**src/design/hltf_pkg.sv**
```systemverilog
// Shared types and constants for the header/length/tail frame parser.
`default_nettype none
package hltf_pkg;

  localparam int unsigned CntMaxW = 7;  // holds a payload count up to 127

  // Configuration register indexes
  typedef enum logic [2:0] {
    CFG_HEADER_FIRST   = 3'd0,
    CFG_HEADER_SECOND  = 3'd1,
    CFG_PAYLOAD_LENGTH = 3'd2,
    CFG_TRAILER_FIRST  = 3'd3,
    CFG_TRAILER_SECOND = 3'd4
  } hltf_cfg_idx_t;

  localparam logic [7:0] RstHeaderFirst   = 8'h55;
  localparam logic [7:0] RstHeaderSecond  = 8'h22;
  localparam logic [5:0] RstPayloadLength = 6'd32;
  localparam logic [7:0] RstTrailerFirst  = 8'h01;
  localparam logic [7:0] RstTrailerSecond = 8'hAA;

  typedef enum logic [2:0] {
    PH_IDLE  = 3'd0,
    PH_HDR1  = 3'd1,
    PH_HDR2  = 3'd2,
    PH_DATA  = 3'd3,
    PH_TAIL1 = 3'd4
  } hltf_phase_t;

  typedef struct packed {
    logic [7:0] header_first;
    logic [7:0] header_second;
    logic [5:0] payload_length;
    logic [7:0] trailer_first;
    logic [7:0] trailer_second;
  } hltf_cfg_t;

  // Parser to buffer: payload write and frame commit share the count field
  typedef struct packed {
    logic               wr_en;
    logic               commit;
    logic [CntMaxW-1:0] count;
    logic [7:0]         data;
  } hltf_req_t;

endpackage
`default_nettype wire

```
**src/design/hltf_in_if.sv**
```systemverilog
// Received-byte channel interface.
`default_nettype none
interface hltf_in_if;
  logic       valid;
  logic       ready;
  logic [7:0] rx_byte;

  modport source (output valid, output rx_byte, input ready);
  modport sink (input valid, input rx_byte, output ready);
endinterface
`default_nettype wire

```
**src/design/hltf_out_if.sv**
```systemverilog
// Payload result channel interface.
`default_nettype none
interface hltf_out_if;
  logic       valid;
  logic       ready;
  logic [7:0] payload_byte;
  logic [4:0] payload_index;
  logic       last_byte;

  modport source (output valid, output payload_byte, output payload_index,
                  output last_byte, input ready);
  modport sink (input valid, input payload_byte, input payload_index,
                input last_byte, output ready);
endinterface
`default_nettype wire

```
**src/design/hltf_parser.sv**
```systemverilog
// Frame parser state machine and payload count.
`default_nettype none
module hltf_parser import hltf_pkg::*; #(
  parameter int unsigned MAX_PAYLOAD = 32
) (
  input  wire logic       clk,
  input  wire logic       rst_n,
  input  wire hltf_cfg_t  cfg,
  input  wire logic       accept,
  input  wire logic [7:0] rx_byte,
  output hltf_req_t       req
);

  localparam int unsigned CW = $clog2(MAX_PAYLOAD + 1);
  localparam logic [CntMaxW-1:0] MaxLen = CntMaxW'(MAX_PAYLOAD);

  hltf_phase_t        phase_r, phase_nxt;
  logic [CW-1:0]      cnt_r, cnt_nxt;
  logic [CntMaxW-1:0] len_ext;
  logic [CntMaxW-1:0] frame_len;
  logic               below;

  always_comb begin
    len_ext   = {1'b0, cfg.payload_length};
    frame_len = (len_ext > MaxLen) ? MaxLen : len_ext;
    below     = CntMaxW'(cnt_r) < frame_len;
  end

  // Next state
  always_comb begin
    phase_nxt = phase_r;
    if (accept) begin
      unique case (phase_r)
        PH_IDLE:  if (rx_byte == cfg.header_first) phase_nxt = PH_HDR1;
        PH_HDR1:  phase_nxt = (rx_byte == cfg.header_second) ? PH_HDR2 : PH_IDLE;
        PH_HDR2:  phase_nxt = (rx_byte == {2'b00, cfg.payload_length}) ? PH_DATA : PH_IDLE;
        PH_DATA: begin
          if (!below) phase_nxt = (rx_byte == cfg.trailer_first) ? PH_TAIL1 : PH_IDLE;
        end
        PH_TAIL1: phase_nxt = PH_IDLE;
        default:  phase_nxt = PH_IDLE;
      endcase
    end
  end

  // Outputs and count
  always_comb begin
    cnt_nxt    = cnt_r;
    req.wr_en  = 1'b0;
    req.commit = 1'b0;
    req.count  = CntMaxW'(cnt_r);
    req.data   = rx_byte;
    if (accept) begin
      unique case (phase_r)
        PH_HDR2: begin
          if (rx_byte == {2'b00, cfg.payload_length}) cnt_nxt = '0;
        end
        PH_DATA: begin
          if (below) begin
            req.wr_en = 1'b1;
            cnt_nxt   = cnt_r + CW'(1);
          end
        end
        PH_TAIL1: req.commit = (rx_byte == cfg.trailer_second);
        default: ;
      endcase
    end
  end

  always_ff @(posedge clk) begin
    if (!rst_n) begin
      phase_r <= PH_IDLE;
      cnt_r   <= '0;
    end else begin
      phase_r <= phase_nxt;
      cnt_r   <= cnt_nxt;
    end
  end

  a_cnt_bound: assert property (@(posedge clk) disable iff (!rst_n)
    CntMaxW'(cnt_r) <= MaxLen)
    else $error("payload count beyond buffer depth");

  a_commit_idle: assert property (@(posedge clk) disable iff (!rst_n)
    req.commit |=> phase_r == PH_IDLE)
    else $error("parser not idle after commit");

endmodule
`default_nettype wire

```
**src/design/hltf_drain.sv**
```systemverilog
// Payload buffer memory and drain sequencer with registered output.
`default_nettype none
module hltf_drain import hltf_pkg::*; #(
  parameter int unsigned MAX_PAYLOAD = 32
) (
  input  wire logic      clk,
  input  wire logic      rst_n,
  input  wire hltf_req_t req,
  output logic           busy,
  hltf_out_if.source     out_ch
);

  localparam int unsigned CW = $clog2(MAX_PAYLOAD + 1);
  localparam int unsigned AW = (MAX_PAYLOAD > 1) ? $clog2(MAX_PAYLOAD) : 1;

  logic [7:0]    mem [MAX_PAYLOAD];
  logic [7:0]    rdata_r;
  logic [CW-1:0] rd_cnt_r;
  logic [CW-1:0] n_r;
  logic          draining_r;
  logic          out_valid_r;
  logic [4:0]    idx_r;
  logic          last_r;
  logic          advance;
  logic          issue;
  logic          issue_last;
  logic [CW+4:0] rd_cnt_ext;

  assign advance    = !out_valid_r || out_ch.ready;
  assign issue      = draining_r && advance;
  assign issue_last = (rd_cnt_r + CW'(1)) == n_r;
  assign rd_cnt_ext = (CW + 5)'(rd_cnt_r);
  assign busy       = draining_r;

  always_ff @(posedge clk) begin
    if (req.wr_en) mem[req.count[AW-1:0]] <= req.data;
  end

  // Read data register advances only when the output stage frees up
  always_ff @(posedge clk) begin
    if (issue) begin
      rdata_r <= mem[rd_cnt_r[AW-1:0]];
      idx_r   <= rd_cnt_ext[4:0];
      last_r  <= issue_last;
    end
  end

  always_ff @(posedge clk) begin
    if (!rst_n) begin
      draining_r  <= 1'b0;
      out_valid_r <= 1'b0;
      rd_cnt_r    <= '0;
      n_r         <= '0;
    end else begin
      if (advance) out_valid_r <= issue;
      if (req.commit) begin
        n_r        <= req.count[CW-1:0];
        rd_cnt_r   <= '0;
        draining_r <= (req.count != '0);
      end else if (issue) begin
        rd_cnt_r <= rd_cnt_r + CW'(1);
        if (issue_last) draining_r <= 1'b0;
      end
    end
  end

  assign out_ch.valid         = out_valid_r;
  assign out_ch.payload_byte  = rdata_r;
  assign out_ch.payload_index = idx_r;
  assign out_ch.last_byte     = last_r;

  a_no_write_in_drain: assert property (@(posedge clk) disable iff (!rst_n)
    draining_r |-> !req.wr_en && !req.commit)
    else $error("buffer written while draining");

  a_drain_bound: assert property (@(posedge clk) disable iff (!rst_n)
    draining_r |-> rd_cnt_r < n_r)
    else $error("drain read past stored count");

  // A new frame may commit while the previous last beat still waits
  a_last_ends_drain: assert property (@(posedge clk) disable iff (!rst_n)
    out_valid_r && last_r |-> !draining_r || rd_cnt_r == '0)
    else $error("last beat shown while reads of its frame remain");

endmodule
`default_nettype wire

```
**src/design/header_length_tail_frame_parser_core.sv**
```systemverilog
// Header/length/tail frame parser: top level with configuration registers.
// Output: the byte matching the second trailer sets draining_r; the first beat is then
//   read into rdata_r, and further beats follow one per cycle while out_ch.ready holds.
// Throughput: one received byte per cycle while parsing; after a commit of a nonempty
//   payload the input stalls while the single buffer read port drains.
// Reset: synchronous, active low; clears parser phase, count, drain and registers
//   to their defaults. The payload buffer is not cleared.
`default_nettype none
module header_length_tail_frame_parser_core import hltf_pkg::*; #(
  parameter int unsigned MAX_PAYLOAD = 32
) (
  input  wire logic       clk,
  input  wire logic       rst_n,
  input  wire logic       cfg_we,
  input  wire logic [2:0] cfg_index,
  input  wire logic [7:0] cfg_wdata,
  hltf_in_if.sink         in_ch,
  hltf_out_if.source      out_ch
);

  hltf_cfg_t cfg_r;
  hltf_req_t req;
  logic      busy;
  logic      accept;

  always_ff @(posedge clk) begin
    if (!rst_n) begin
      cfg_r.header_first   <= RstHeaderFirst;
      cfg_r.header_second  <= RstHeaderSecond;
      cfg_r.payload_length <= RstPayloadLength;
      cfg_r.trailer_first  <= RstTrailerFirst;
      cfg_r.trailer_second <= RstTrailerSecond;
    end else if (cfg_we) begin
      unique case (cfg_index)
        CFG_HEADER_FIRST:   cfg_r.header_first   <= cfg_wdata;
        CFG_HEADER_SECOND:  cfg_r.header_second  <= cfg_wdata;
        CFG_PAYLOAD_LENGTH: cfg_r.payload_length <= cfg_wdata[5:0];
        CFG_TRAILER_FIRST:  cfg_r.trailer_first  <= cfg_wdata;
        CFG_TRAILER_SECOND: cfg_r.trailer_second <= cfg_wdata;
        default: ;  // drop writes beyond the register list
      endcase
    end
  end

  assign in_ch.ready = !busy;
  assign accept      = in_ch.valid && !busy;

  hltf_parser #(.MAX_PAYLOAD(MAX_PAYLOAD)) u_parser (
    .clk     (clk),
    .rst_n   (rst_n),
    .cfg     (cfg_r),
    .accept  (accept),
    .rx_byte (in_ch.rx_byte),
    .req     (req)
  );

  hltf_drain #(.MAX_PAYLOAD(MAX_PAYLOAD)) u_drain (
    .clk    (clk),
    .rst_n  (rst_n),
    .req    (req),
    .busy   (busy),
    .out_ch (out_ch)
  );

endmodule
`default_nettype wire

```
**src/flat_wrapper.sv**
```systemverilog
// flat-port wrapper written by rule: the top's interface ports become plain ports
module header_length_tail_frame_parser_core_flat import hltf_pkg::*;
#(
  parameter int unsigned MAX_PAYLOAD = 32
)
  (clk, rst_n, cfg_we, cfg_index, cfg_wdata, in_ch_valid, in_ch_rx_byte, in_ch_ready, out_ch_valid, out_ch_payload_byte, out_ch_payload_index, out_ch_last_byte, out_ch_ready);
  hltf_in_if in_ch_i ();
  hltf_out_if out_ch_i ();
  input  wire logic clk;
  input  wire logic rst_n;
  input  wire logic cfg_we;
  input  wire logic [2:0] cfg_index;
  input  wire logic [7:0] cfg_wdata;
  input wire logic [$bits(in_ch_i.valid)-1:0] in_ch_valid;
  input wire logic [$bits(in_ch_i.rx_byte)-1:0] in_ch_rx_byte;
  output wire logic [$bits(in_ch_i.ready)-1:0] in_ch_ready;
  output wire logic [$bits(out_ch_i.valid)-1:0] out_ch_valid;
  output wire logic [$bits(out_ch_i.payload_byte)-1:0] out_ch_payload_byte;
  output wire logic [$bits(out_ch_i.payload_index)-1:0] out_ch_payload_index;
  output wire logic [$bits(out_ch_i.last_byte)-1:0] out_ch_last_byte;
  input wire logic [$bits(out_ch_i.ready)-1:0] out_ch_ready;
  assign in_ch_i.valid = in_ch_valid;
  assign in_ch_i.rx_byte = in_ch_rx_byte;
  assign in_ch_ready = in_ch_i.ready;
  assign out_ch_valid = out_ch_i.valid;
  assign out_ch_payload_byte = out_ch_i.payload_byte;
  assign out_ch_payload_index = out_ch_i.payload_index;
  assign out_ch_last_byte = out_ch_i.last_byte;
  assign out_ch_i.ready = out_ch_ready;
  header_length_tail_frame_parser_core #(.MAX_PAYLOAD(MAX_PAYLOAD)) u_core (.clk(clk), .rst_n(rst_n), .cfg_we(cfg_we), .cfg_index(cfg_index), .cfg_wdata(cfg_wdata), .in_ch(in_ch_i), .out_ch(out_ch_i));
endmodule
```
**config.mk**
```make
export PLATFORM = sky130hd
export DESIGN_NAME = header_length_tail_frame_parser_core_flat
export DESIGN_NICKNAME = d
export VERILOG_FILES = /design/src/design/hltf_pkg.sv /design/src/design/hltf_in_if.sv /design/src/design/hltf_out_if.sv /design/src/design/hltf_parser.sv /design/src/design/hltf_drain.sv /design/src/design/header_length_tail_frame_parser_core.sv /design/src/flat_wrapper.sv
export SDC_FILE = /design/constraint.sdc
export NUM_CORES = 1
export LEC_CHECK = 0
export ABC_AREA = 1
export BUFFER_PORTS_ARGS = -buffer_cell sky130_fd_sc_hd__clkbuf_2
export CORE_UTILIZATION = 36
export CTS_CLUSTER_SIZE = 40
export DETAILED_ROUTE_END_ITERATION = 16
export SLEW_MARGIN = 20
export SYNTH_ARGS = -nofsm -noshare
export SYNTH_HDL_FRONTEND = slang
export SYNTH_SLANG_ARGS = --single-unit
```
**constraint.sdc**
```tcl
create_clock -name clk -period 2.35 [get_ports clk]
set_clock_uncertainty 0.2 [all_clocks]
set_input_delay 0.235 -clock clk [delete_from_list [all_inputs] [get_ports clk]]
set_output_delay 0.235 -clock clk [all_outputs]
set_load 0.02 [all_outputs]
```
==> out/qor.yml <==
detailed_routing:
  dr.pass1.iters: 5
  drt-initial-drc-count: 913
  wl_um: 38460
  via_per_inst: 5.286
  ant_nets: 0
  post_drt_wl_per_cell_um: 19.73
  vias: 10308
  drc: 0
synthesis:
  ys_warn_count: 0
  yosys_register_bits: 331
  synth_top_family_by_area: "simple AND/OR/NAND/NOR gates"
  yosysUniqueCellTypes: 45
  ys_seq_area_share_pct: 65.06
  syn-cell-area_mm2: 0.01434
  synth_xor_area_share_pct: 1.038
  synth_simple_gate_area_share_pct: 16.69
  synth_area_per_cell_um2: 11.00
  syn_inst: 1304
  syn-num-nets: 1338
  synth_fa_ha_area_share_pct: 0.8725
  synth_compound_area_share_pct: 12.15
  synthMuxAreaShare_pct: 0
worst_setup_path:
  path_class: "flip-flop to flip-flop"
  path_cells: "clkinv_4 -> nand2_2 -> ha_4 -> a21oi_2 -> o21a_1 -> nand4_4 -> inv_8 -> nand2_8 -> nor2_4 -> buf_6"
  end_kind: "flip-flop"
  endpoint: "u_core.u_drain.mem[1][4]"
  cpPeakStageDelay_ps: 350
  r2r_start: "u_core.cfg_r[21]"
  r2r_setup_slack_ps: 30
  worstPathArrival_ps: 2350
  r2r.worst_path.cells: 10
  timing.rr.end: "u_core.u_drain.mem[1][4]"
  cp_max_fo: 8
  startpoint: "u_core.cfg_r[21]"
  required_ps: 2380
  startpoint_type: "flip-flop"
  slowest_stage: "dfxtp_2"
status:
  outcome: "completed"
sta:
  whs_ps: 21.53
  rsz0062_at_grt: "true"
  tightest_slew_ps: 514.2
  min_period_ps: 2325
  maxSlewHeadroom_pct: 65.72
  hold_viol_final: 0
  slew_viol_final: 0
  fmax_mhz: 430.1
  finalCritPeriodShare_pct: 98.94
  setup_viol: 0
run:
  cap_viol_max_count: 0
clocking:
  clock_path_buffers: 3
  numClockSinks: 331
  htree_num_levels: 2
  clk-insertion-delay-late_ps: 520
  numCtsBuffers: 36
  clkTransAtPathRegs_ps: 60
  cts_tree: "built"
  clockRootBuffer: "clkbuf_16"
power_and_ir_drop:
  powerDensity_mw_per_mm2: 725.4
  finalPower_mw: 12.38
  p_leak_nw: 6.002
  irDropWorstVdd_mv: 0.4081
die:
  initial_core_util_pct: 36.76
  rows: 72
  die_w_um: 201.6
  die-area_mm2: 0.04063
  core-area_mm2: 0.03901
  io_pins: 40
  fp.dieH_um: 201.6
final_layout:
  final_cells: 1950
  n_antenna_cell: 0
  layout.nets: 1439
  layout-drive-gt1-share_pct: 16.27
  area_delta_synth_final_pct: 19.05
grt:
  grt_pass1_wl_um: 57610
  grt_max_degree: 72
  antenna_found_initial: 0
  gr-usage-all-layers_pct: 18.68
  grt_pass1_vias: 9953
  overflow: 0
min_path:
  holdCritPathClass: "primary input to flip-flop"
place:
  port_buffers: 39
  dp_hpwl_um: 24780
  dp.cells: 1869
  place.gp.congestion: 0.8621
==> worst max-delay path: cells and delay by family, from the launching register on <==
family,cells,cell delay [ps]
AND/OR/NAND/NOR,4,560
AO/OA/AOI/OAI,2,320
adder cells (fa/ha/maj),1,200
flip-flops,1,350
buffers and inverters,3,390
==> what timing repair did <==
action,in CTS,in global routing
pin swaps,0,10
hold buffers,13,0
setup endpoints to repair,108,256
buffers inserted,0,3
endpoints found under the hold margin,50,0
gates resized for setup,2,56
==> how the worst min path moves through the flow <==
stage | start | to | depth (start not counted)
after floorplan | in_ch_rx_byte[0] | u_core.u_drain.mem[0][0] | 0
after global placement | u_core.cfg_r[31] | u_core.cfg_r[31] | 2
after detailed placement | u_core.u_drain.rd_cnt_r[4] | u_core.u_drain.out_ch.payload_index[4] | 0
after CTS | cfg_index[1] | u_core.cfg_r[23] | 5
after global routing | cfg_index[1] | u_core.cfg_r[23] | 5
final | cfg_index[1] | u_core.cfg_r[23] | 5
==> sequential cells by signal (all words and copies together), names as in the netlist <==
signal	count
u_core.u_drain.mem	256
u_core.cfg_r	38
u_core.u_drain.out_ch.payload_byte	8
u_core.u_drain.n_r	6
u_core.u_drain.rd_cnt_r	6
u_core.u_parser.cnt_r	6
u_core.u_drain.out_ch.payload_index	5
u_core.u_parser.phase_r	3
u_core.u_drain.busy	1
u_core.u_drain.out_ch.last_byte	1
u_core.u_drain.out_ch.valid	1
==> stage by stage <==
| step | utilization [%] | TNS [ps] | setup slack (ps) | cell area, um2 |
|---|---|---|---|---|
| 2_1_floorplan | - | -13870 | -56.37 | 14340 |
| 3_3_place_gp | 39.76 | -1255 | -60.16 | 15510 |
| 3_5_place_dp | 39.76 | -1794 | -56.96 | 15510 |
| 4_1_cts | 43.11 | 0 | 14.08 | 16810 |
| 5_1_grt | 43.76 | -7697 | -100.2 | 17070 |
| 6_report | 43.76 | 0 | 25.02 | 17070 |
==> placed cells by master (no fill, tap or decap), types with 6 or more instances in the layout <==
master / Yosys / routed
a21oi_1: 26 / 24
buf_12: 0 / 9
buf_4: 16 / 57
buf_6: 2 / 11
clkbuf_1: 20 / 7
clkbuf_16: 0 / 36
clkbuf_2: 1 / 39
clkinv_1: 3 / 10
clkinv_2: 1 / 7
dfxtp_1: 61 / 58
dlygate4sd3_1: 0 / 13
edfxtp_1: 270 / 270
ha_1: 10 / 6
inv_1: 50 / 50
inv_2: 11 / 8
nand2_1: 166 / 160
nand2_2: 3 / 7
nand3_1: 75 / 75
nand4_1: 12 / 12
nor2_1: 259 / 243
nor2_2: 1 / 10
nor2_4: 4 / 11
nor3_1: 11 / 11
o211ai_1: 7 / 7
o21ai_0: 95 / 95
o21bai_1: 64 / 64
o221ai_1: 64 / 64
xnor2_1: 10 / 10
xor2_1: 7 / 7
==> kinds of logic (layout without fill, tap and decap cells) <==
group / Yosys count / after routing
fa+ha+maj: 10 / 10
simple gates: 552 / 552
flops: 331 / 331
buf+inv: 131 / 259
compound gates: 263 / 263
xor+xnor: 17 / 17
==> layer usage <==
| layer | global-route usage (%) | vias to the layer above | share of wire, % |
|---|---|---|---|
| met5 | 0 | - | 0 |
| met4 | 6.412 | 0 | 2.8 |
| met3 | 3.207 | 78 | 6.1 |
| met2 | 31.88 | 370 | 49 |
| met1 | 23.89 | 4988 | 42 |
| li1 | - | 4872 | - |
==> final cells by class <==
type,instances,area [um2]
fillers,3551,21940
flip-flops and latches,331,9338
multi-input cells,842,4603
repair buffers,129,1057
clock buffers,45,954.7
well taps,518,648.1
inverters,65,260.3
clock inverters,20,210.2
==> synth_stat cells (all sizes together) <==
master	number	share of area [%]
a2111oi	1	0.061
a21oi	26	0.91
a22oi	1	0.052
buf	45	1.9
clkbuf	21	0.56
clkinv	4	0.11
dfxtp	61	8.5
edfxtp	270	57
ha	10	0.87
inv	61	1.6
nand2	173	4.8
nand3	78	2.9
nand3b	1	0.052
nand4	13	0.67
nor2	264	7.1
nor3	14	0.68
nor3b	1	0.052
nor4	2	0.13
o211ai	7	0.37
o21a	1	0.052
o21ai	99	3.5
o21bai	64	3.4
o221ai	64	3.9
or2	6	0.30
xnor2	10	0.61
xor2	7	0.43
==> report_power, final <==
group / leakage (nW) / switching, mW / total, mW / internal (mW)
sequential: 2.91 / 0.0203 / 6.37 / 6.35
combinational: 2.52 / 0.280 / 0.397 / 0.117
clock: 0.573 / 2.28 / 5.62 / 3.33
total: 6.00 / 2.58 / 12.4 / 9.80
(Power assumes the default switching activity.)
